File: config.mk
export PLATFORM = sky130hd
export DESIGN_NAME = contention_window_backoff_unit
export DESIGN_NICKNAME = d
export VERILOG_FILES = /design/src/rtl/core/cwb_pkg.sv /design/src/rtl/core/cwb_div.sv /design/src/rtl/core/contention_window_backoff_unit.sv
export SDC_FILE = /design/constraint.sdc
export NUM_CORES = 1
export LEC_CHECK = 0
export ABC_AREA = 1
export BUFFER_PORTS_ARGS = -buffer_cell sky130_fd_sc_hd__buf_2
export CAP_MARGIN = 15
export CORE_MARGIN = 4
export CORE_UTILIZATION = 59
export CTS_CLUSTER_DIAMETER = 50
export CTS_CLUSTER_SIZE = 24
export DETAILED_ROUTE_END_ITERATION = 8
export GPL_TIMING_DRIVEN = 0
export PLACE_DENSITY_LB_ADDON = 0.08
export SLEW_MARGIN = 30
export SYNTH_ARGS = -nofsm -noshare
export SYNTH_HDL_FRONTEND = slang
export SYNTH_SLANG_ARGS = --single-unit
File: constraint.sdc
create_clock -name clk -period 5 [get_ports clk]
set_input_delay 0.25 -clock clk [delete_from_list [all_inputs] [get_ports clk]]
set_output_delay 0.25 -clock clk [all_outputs]
set_load 0.01 [all_outputs]
File: src/rtl/core/cwb_pkg.sv
// ============================================================================
// Contention window backoff package
// Shared types and constants for the contention window backoff unit.
// ============================================================================
package cwb_pkg;

    localparam int WIN_W   = 16;
    localparam int MODE_W  = 2;
    localparam int OP_W    = 2;
    localparam int CFG_W   = 16;
    localparam int CIDX_W  = 2;

    localparam logic [OP_W-1:0] OP_DRAW   = 2'd0;
    localparam logic [OP_W-1:0] OP_SHRINK = 2'd1;
    localparam logic [OP_W-1:0] OP_GROW   = 2'd2;

    localparam logic [MODE_W-1:0] MODE_MILD   = 2'd0;
    localparam logic [MODE_W-1:0] MODE_LINEAR = 2'd1;
    localparam logic [MODE_W-1:0] MODE_CONST  = 2'd2;

    localparam logic [CIDX_W-1:0] CFG_MODE = 2'd0;
    localparam logic [CIDX_W-1:0] CFG_WMIN = 2'd1;
    localparam logic [CIDX_W-1:0] CFG_WMAX = 2'd2;

    localparam logic [WIN_W-1:0] WIN_RESET = 16'd100;

    typedef enum logic [3:0] {
        ST_IDLE = 4'b0001,
        ST_DIV1 = 4'b0010,
        ST_DIV2 = 4'b0100,
        ST_PUT  = 4'b1000
    } state_t;

endpackage

File: src/rtl/core/cwb_div.sv
// ============================================================================
// Bit-serial divider
// Restoring division that shifts in one quotient bit per cycle.
// ============================================================================
module cwb_div #(
    parameter int W = 31
) (
    input  logic         clk,
    input  logic         rst_n,
    input  logic         start,
    input  logic [W-1:0] dividend,
    input  logic [W:0]   divisor,
    output logic         done,
    output logic [W-1:0] quotient
);

    localparam int CW = $clog2(W + 1);

    logic [W:0]    rem_reg, rem_next;
    logic [W-1:0]  quo_reg, quo_next;
    logic [W:0]    dvs_reg, dvs_next;
    logic [CW-1:0] cnt_reg, cnt_next;
    logic          busy_reg, busy_next;
    logic          done_reg, done_next;
    logic [W+1:0]  shifted;
    logic          ge;

    assign shifted = {rem_reg, quo_reg[W-1]};
    assign ge      = (shifted >= {1'b0, dvs_reg});

    always_comb
    begin
        rem_next  = rem_reg;
        quo_next  = quo_reg;
        dvs_next  = dvs_reg;
        cnt_next  = cnt_reg;
        busy_next = busy_reg;
        done_next = 1'b0;
        if (start)
        begin
            rem_next  = '0;
            quo_next  = dividend;
            dvs_next  = divisor;
            cnt_next  = CW'(W);
            busy_next = 1'b1;
        end
        else if (busy_reg)
        begin
            if (ge)
            begin
                rem_next = (W+1)'(shifted - {1'b0, dvs_reg});
            end
            else
            begin
                rem_next = shifted[W:0];
            end
            quo_next = {quo_reg[W-2:0], ge};
            cnt_next = cnt_reg - CW'(1);
            if (cnt_reg == CW'(1))
            begin
                busy_next = 1'b0;
                done_next = 1'b1;
            end
        end
    end

    always_ff @(posedge clk or negedge rst_n)
    begin
        if (!rst_n)
        begin
            busy_reg <= 1'b0;
            done_reg <= 1'b0;
            cnt_reg  <= '0;
        end
        else
        begin
            busy_reg <= busy_next;
            done_reg <= done_next;
            cnt_reg  <= cnt_next;
        end
    end

    always_ff @(posedge clk)
    begin
        rem_reg <= rem_next;
        quo_reg <= quo_next;
        dvs_reg <= dvs_next;
    end

    assign done     = done_reg;
    assign quotient = quo_reg;

endmodule

File: src/rtl/core/contention_window_backoff_unit.sv
// ============================================================================
// Contention window backoff unit
// Keeps a bounded contention window and draws backoff slot counts from it.
// ============================================================================
// Window updates (shrink, grow, unused opcode) pass from acceptance through
// ST_PUT to the result register. A draw takes two back-to-back divisions on
// one bit-serial divider that produces one quotient bit per cycle while busy.
// One item is in work at a time; the next item is accepted as soon as the
// finished result sits in the output register.
module contention_window_backoff_unit #(
    parameter int RANDOM_BITS = 31
) (
    input  logic                   clk,
    input  logic                   rst_n,
    input  logic                   in_valid,
    output logic                   in_stall,
    input  logic [cwb_pkg::OP_W-1:0]   opcode,
    input  logic [30:0]            random_value,
    output logic                   out_valid,
    input  logic                   out_stall,
    output logic [cwb_pkg::WIN_W-1:0]  backoff_slots,
    output logic [cwb_pkg::WIN_W-1:0]  window_now,
    input  logic                   cfg_we,
    input  logic [cwb_pkg::CIDX_W-1:0] cfg_index,
    input  logic [cwb_pkg::CFG_W-1:0]  cfg_data
);

    import cwb_pkg::*;

    localparam int RB = RANDOM_BITS;
    localparam int DW = (RB > WIN_W + 1) ? RB : WIN_W + 1;
    localparam logic [DW-1:0] RMAX = DW'((64'd1 << RB) - 64'd1);

    state_t             state_reg, state_next;
    logic [MODE_W-1:0]  mode_reg, mode_next;
    logic [WIN_W-1:0]   wmin_reg, wmin_next;
    logic [WIN_W-1:0]   wmax_reg, wmax_next;
    logic [WIN_W-1:0]   win_reg, win_next;
    logic [RB-1:0]      rnd_reg, rnd_next;
    logic               draw_reg, draw_next;
    logic               oval_reg, oval_next;
    logic [WIN_W-1:0]   slots_reg, slots_next;
    logic [WIN_W-1:0]   wnow_reg, wnow_next;

    logic               accept;
    logic               out_free;
    logic               div_start;
    logic [DW-1:0]      div_dividend;
    logic [DW:0]        div_divisor;
    logic               div_done;
    logic [DW-1:0]      div_quotient;
    logic [WIN_W:0]     grow_val;
    logic [WIN_W-1:0]   shrink_val;

    assign accept   = in_valid && !in_stall;
    assign in_stall = (state_reg != ST_IDLE);
    assign out_free = !oval_reg || !out_stall;

    assign grow_val   = (mode_reg == MODE_MILD) ? {win_reg, 1'b0}
                                                : {1'b0, win_reg} + (WIN_W+1)'(1);
    assign shrink_val = win_reg - WIN_W'(1);

    always_comb
    begin
        div_start    = 1'b0;
        div_dividend = RMAX;
        div_divisor  = (DW+1)'(win_reg) + (DW+1)'(1);
        if (state_reg == ST_DIV1)
        begin
            div_start    = div_done;
            div_dividend = DW'(rnd_reg);
            div_divisor  = {1'b0, div_quotient} + (DW+1)'(1);
        end
        else if (accept && opcode == OP_DRAW)
        begin
            div_start = 1'b1;
        end
    end

    cwb_div #(
        .W(DW)
    ) u_div (
        .clk      (clk),
        .rst_n    (rst_n),
        .start    (div_start),
        .dividend (div_dividend),
        .divisor  (div_divisor),
        .done     (div_done),
        .quotient (div_quotient)
    );

    always_comb
    begin
        state_next = state_reg;
        mode_next  = mode_reg;
        wmin_next  = wmin_reg;
        wmax_next  = wmax_reg;
        win_next   = win_reg;
        rnd_next   = rnd_reg;
        draw_next  = draw_reg;
        oval_next  = oval_reg && out_stall;
        slots_next = slots_reg;
        wnow_next  = wnow_reg;

        if (cfg_we)
        begin
            unique case (cfg_index)
                CFG_MODE:
                begin
                    mode_next = cfg_data[MODE_W-1:0];
                    win_next  = wmin_reg;
                end
                CFG_WMIN:
                begin
                    wmin_next = cfg_data;
                    win_next  = cfg_data;
                end
                CFG_WMAX:
                begin
                    wmax_next = cfg_data;
                    win_next  = wmin_reg;
                end
                default:
                begin
                end
            endcase
        end

        unique case (state_reg)
            ST_IDLE:
            begin
                if (accept)
                begin
                    rnd_next  = RB'(random_value);
                    draw_next = (opcode == OP_DRAW);
                    if (opcode == OP_DRAW)
                    begin
                        state_next = ST_DIV1;
                    end
                    else
                    begin
                        state_next = ST_PUT;
                        if (opcode == OP_SHRINK
                            && (mode_reg == MODE_MILD || mode_reg == MODE_LINEAR)
                            && win_reg != '0 && shrink_val >= wmin_reg)
                        begin
                            win_next = shrink_val;
                        end
                        else if (opcode == OP_GROW
                                 && (mode_reg == MODE_MILD || mode_reg == MODE_LINEAR)
                                 && grow_val <= {1'b0, wmax_reg})
                        begin
                            win_next = grow_val[WIN_W-1:0];
                        end
                    end
                end
            end
            ST_DIV1:
            begin
                if (div_done)
                begin
                    state_next = ST_DIV2;
                end
            end
            ST_DIV2:
            begin
                if (div_done)
                begin
                    state_next = ST_PUT;
                end
            end
            ST_PUT:
            begin
                if (out_free)
                begin
                    oval_next  = 1'b1;
                    slots_next = draw_reg ? div_quotient[WIN_W-1:0] : '0;
                    wnow_next  = win_reg;
                    state_next = ST_IDLE;
                end
            end
            default:
            begin
                state_next = ST_IDLE;
            end
        endcase
    end

    always_ff @(posedge clk or negedge rst_n)
    begin
        if (!rst_n)
        begin
            state_reg <= ST_IDLE;
            mode_reg  <= MODE_CONST;
            wmin_reg  <= WIN_RESET;
            wmax_reg  <= WIN_RESET;
            win_reg   <= WIN_RESET;
            oval_reg  <= 1'b0;
        end
        else
        begin
            state_reg <= state_next;
            mode_reg  <= mode_next;
            wmin_reg  <= wmin_next;
            wmax_reg  <= wmax_next;
            win_reg   <= win_next;
            oval_reg  <= oval_next;
        end
    end

    always_ff @(posedge clk)
    begin
        rnd_reg   <= rnd_next;
        draw_reg  <= draw_next;
        slots_reg <= slots_next;
        wnow_reg  <= wnow_next;
    end

    assign out_valid     = oval_reg;
    assign backoff_slots = slots_reg;
    assign window_now    = wnow_reg;

endmodule

======== Word-level counts from Yosys, hierarchy flattened ========
Cells that the tools add are included.
operators by class
  add/subtract/negate cells ............... 6
  magnitude comparators ................... 3
  equality and inequality tests ........... 15
  muxes and demuxes ....................... 31
  reduce and logical (&&, ||, !) cells .... 25
operator list
  cell                   count
  $mux 16                6
  $mux 31                3
  $mux 32                2
  $add 16x1->17 const B  2
  $ge 33x32->1           1
  $add 31x1->32 const B  1
  $pmux 16 s2            1
  $sub 32x32->32         1
  $mux 4                 5
  $le 17x16->1           1
  $mux 17                1
  $ge 16x16->1           1
  $pmux 4 s4             1
  $reduce_bool 16->1     1
  $sub 16x1->16 const B  1
  $mux 1                 10
  $mux 5                 2
  $reduce_and 2->1       5
  $logic_and 1x1->1      8
  $eq 2x1->1 const B     3
  $logic_not 2->1        3
  $eq 5x1->1 const B     1
  $sub 5x1->5 const B    1
  $eq 2x2->1 const B     2
  12 further kinds       17
word-level totals
  register bits after elaboration ......... 221
  input port bits ......................... 56
  output and inout port bits .............. 34
  logic and storage cells ................. 96

======== Logic depth before layout (Yosys ltp) ========
  depth in word-level cells ............... 9
  gate-level depth with buffers ........... 24
  mapped depth without buffers ............ 23

======== By module ========
From an unflattened synthesis, not the netlist that was laid out.
unflattened totals
  cells, all modules ...................... 1,958
  area total of the unflattened synthesis .. 14,559.0 um^2
by module, submodules not included
  module                          times used  cells each  area an instance (um^2)  sequential area each (um^2)
  contention_window_backoff_unit  1           1,000       7,891.3                  3,311.9
  cwb_div                         1           958         6,667.6                  2,707.6

======== Worst setup path after synthesis ========
No wires, ideal clock.
  kind .................................... flip-flop to flip-flop
  start ................................... register win_reg[0]
  end ..................................... register win_reg[10]
  setup time .............................. 0.121 ns
  data arrival time ....................... 2.835 ns
  required time ........................... 4.879 ns
  slack ................................... 2.044 ns
  cell stages (with the launch flop) ...... 23
  cell sequence ........................... dfrtp_1 -> ha_1 -> nand2_1 -> nor2_4 -> nand4_4 -> o21ai_0 -> nand3_1 -> nand2_1 -> inv_1 -> ha_1 -> nand2_1 -> inv_1 -> nand2_1 -> nand2_1 -> nand2_1 -> nand2_1 -> a21oi_1 -> nand2_1 -> nand2_1 -> buf_2 -> nand3_2 -> nand3_1 -> a21oi_1
on the way
  word-level cells in the longest chain between the ends .. 9
  elaborated cells between the ends (all ways) .. 14
RTL lines
  element                 line                                   source
  start, declared         contention_window_backoff_unit.sv:38   logic [WIN_W-1:0] win_reg, win_next;
  start signal, assigned  contention_window_backoff_unit.sv:206  win_reg <= win_next;
  $add 16x1->17           contention_window_backoff_unit.sv:60   : {1'b0, win_reg} + (WIN_W+1)'(1);
  $mux 17                 contention_window_backoff_unit.sv:59   assign grow_val = (mode_reg == MODE_MILD) ? {win_reg, 1'b0}
  $le 17x16->1            contention_window_backoff_unit.sv:151  && grow_val <= {1'b0, wmax_reg})
  $logic_and 1x1->1       contention_window_backoff_unit.sv:151
  $mux 16                 contention_window_backoff_unit.sv:149  else if (opcode == OP_GROW
  $mux 16 (*)             contention_window_backoff_unit.sv:143  if (opcode == OP_SHRINK
  $mux 16 (*)             contention_window_backoff_unit.sv:136  if (opcode == OP_DRAW)
  $mux 16 (*)             contention_window_backoff_unit.sv:132  if (accept)
  $mux 16 (*)             contention_window_backoff_unit.sv:129  unique case (state_reg)
  net win_next[10]        contention_window_backoff_unit.sv:38
The timed path passes the listed nets; every way through them passes the cells marked *.
A chain may end at the register's enable or synchronous reset.

======== Worst setup path in the final report ========
  start ................................... register win_reg[0]
  end ..................................... register win_reg[11]
Same word-level chain as after synthesis.

==> out/metrics.cfg <==
[setup_path]
worstPathMaxFanout=10
start_kind=flip-flop
cpMostUsedCell=nand2_1
crit_chain=inv_1 -> nor2_1 -> nand3_1 -> xor2_1 -> nand2_1 -> o21ai_0 -> inv_1 -> ha_1 -> nand2_1 -> nor3_1 -> nand4_1 -> nand2_1 -> buf_2 -> nand3_2 -> nand3_1 -> a21oi_1
r2r_start=win_reg[0]
cp_data_arrival_time_ns=4.54
r2r_cells=16
setup.worst_path.class=reg -> reg
r2r-end=win_reg[11]
startpoint=win_reg[0]
critPathBufInv=3
r2r_setup_slack_ns=0.88
worst_ep_required_time_ns=5.42
critPathSlowestCell=dfrtp_1
slowest_delay_ns=0.61
endpoint=win_reg[11]
end_kind=flip-flop
cp_top_family=simple AND/OR/NAND/NOR gates
critical_path_depth=16

[grt]
track_usage_pct=31.4
grt_overflow=0
antenna_found_initial=0
grt_pass1_wl_um=66300
grt_max_degree=46
grt_pass1_vias=12622

[floorplanning]
io_pins=90
fp.dieArea_sq_um=26500
die_h_um=163
coreArea_sq_um=23500
die_width_um=163
row_count=56
start_util_pct=60.1

[timing]
period_share_pct=82.5
fin_setup_tns_ns=0
period_needed_ns=4.12
slew_headroom_pct=41.3
hold_viol=0
worstMarginPinSlew_ns=0.880
slew_viol_final=0
rsz0062_at_grt=no
fin_skew_ns=0.0152
setup_viol=0
max_clock_freq_mhz=243

[logic_synthesis]
synth-edff-count=127
synth-seq-cells=221
synth_area_per_cell_sq_um=7.66
yosysSeqAreaShare_pct=42.7
syn-instance-count=1843
async_flop_share_pct=28.1
synth.cell_area_sq_um=14100
synth_top_area_share_pct=27.0
yosysTopAreaCell=edfxtp_1
synth-main-ff-cell=edfxtp_1
yosys.cell_count.top_type=nand2_1
ys_top_cells_by_area=edfxtp_1 (27%), nand2_1 (11%), dfrtp_1 (9.0%)
ys_types=46
synth_commonest_cells=nand2_1 (427), inv_1 (311), nor2_1 (175), nand3_1 (157), edfxtp_1 (127)
yosysWarnings=0
synth_nets=1970

[clocking]
cts_buffers=26
clock_latency_ns=0.54
cts.clk_slew.worst_paths_ns=0.06
cts_tree=built
post_cts_resized=0
cts_root_buffer=clkbuf_16
cts_max_level=1
ctsHoldBuffers=48
cts_setup_buffers=0
cts_max_path_buffers=3
cts_sinks=221

[final_layout]
final_area_sq_um=16400
fin_nets=2137
diodes=0
syn_to_final_growth_pct=16.5
layout-drive-gt1-share_pct=11.5

[placement]
post_dp_cell_area_sq_um=15000
port_buffers=89
dp_hpwl_um=30600
place_congestion=1.07

[power]
power_leakage_nw=7.98
vdd_drop_max_uv=347
powerDensity_nw_per_um2=634

[drt]
drt_iter0_drc=1326
avgViaCountPerCell=5.58
drc=0
drtPass1Iterations=6
via_count=13113
routed_wl_um=41200
post_drt_wl_per_cell_um=17.5
drtAntennaViolNets=0

[run]
maxCapViolCount=0

[min_path]
holdCritPathClass=in -> reg

[outcome]
status=finished clean

[worst min-delay path, cell delays in order]
cell and delay [ns]:
buf_2 0.10, inv_1 0.07, o21ai_0 0.09
[logic make-up after synthesis]
group,share of synthesized area (%)
and+or+nand+nor,27.8
buffers and inverters,10.4
AOI/OAI and AO/OA,10.2
DFF,42.7
adders and majority gates,6.35
xor gates and xnor gates,2.61
[routing by layer]
| layer | vias to the layer above | wire (um) | global-route usage [%] |
|---|---|---|---|
| li1 | 6359 | - | - |
| met4 | 0 | 964 | 7.85 |
| met3 | 75 | 4090 | 5.54 |
| met2 | 595 | 17600 | 47.2 |
| met1 | 6084 | 18600 | 47.5 |
| met5 | - | 0 | 0 |
[final cells by class]
type / instances / area (sq um)
clock inverters: 22 / 282
clock buffers: 26 / 651
flip-flops and latches: 221 / 6020
repair buffers: 139 / 983
plain buffers: 52 / 264
multi-input cells: 1250 / 6640
fillers: 1943 / 7040
well taps: 319 / 399
inverters: 320 / 1200
[worst min path at each step]
stage	start	slack, ns	depth (start not counted)	endpoint
finish	cfg_data[11]	0.02	3	wmax_reg[11]
global route	cfg_data[11]	0.04	3	wmax_reg[11]
CTS	cfg_data[11]	0.001	3	wmax_reg[11]
detailed placement	rst_n	0.15	1	wmax_reg[12]
global placement	win_reg[4]	0.42	0	window_now[4]
floorplan	rst_n	-0.05	0	mode_reg[0]
[where the power goes]
| part | leakage, nW | total (mW) | switching (mW) | internal, mW |
|---|---|---|---|---|
| clock network | 0.451 | 2.02 | 0.895 | 1.12 |
| logic | 5.33 | 5.27 | 3.49 | 1.78 |
| registers | 2.20 | 3.14 | 0.459 | 2.68 |
| total | 7.98 | 10.4 | 4.84 | 5.57 |
[per-stage QoR]
stage	util [%]	cells	power, mW	worst slack (ns)	hold slack, ns
2_1_floorplan	-	1843	6.74	2.04	-0.0456
3_3_place_gp	63.7	2251	8.08	1.14	0.424
3_5_place_dp	64.0	2253	8.20	1.09	0.147
4_1_cts	70.0	2349	10.3	1.03	0.00137
5_1_grt	70.0	2349	11.2	0.702	0.0379
6_report	70.0	2349	10.4	0.877	0.0185
[cell usage in the layout, fill, tap and decap left out, drive strengths merged, types with 2 or more instances in the layout]
cell type / Yosys / routed
bufinv: 0 / 2
o31ai: 3 / 3
xnor2: 17 / 17
a31oi: 2 / 2
nor3: 33 / 33
ha: 70 / 70
nor4: 11 / 11
nor3b: 4 / 4
a221oi: 16 / 16
nand3b: 14 / 14
o22ai: 4 / 4
clkinv: 0 / 9
xor2: 25 / 25
or2: 6 / 6
nand4: 22 / 22
nor2: 188 / 188
nand2: 433 / 433
edfxtp: 127 / 127
clkinvlp: 0 / 2
buf: 27 / 118
o21a: 7 / 7
o21bai: 18 / 18
dfstp: 11 / 11
dlygate4sd3: 0 / 48
dfxtp: 32 / 32
a21oi: 106 / 106
dfrtp: 51 / 51
clkbuf: 25 / 51
nand3: 170 / 170
o21ai: 97 / 97
inv: 320 / 329
Power figures use the tool's default switching activity.
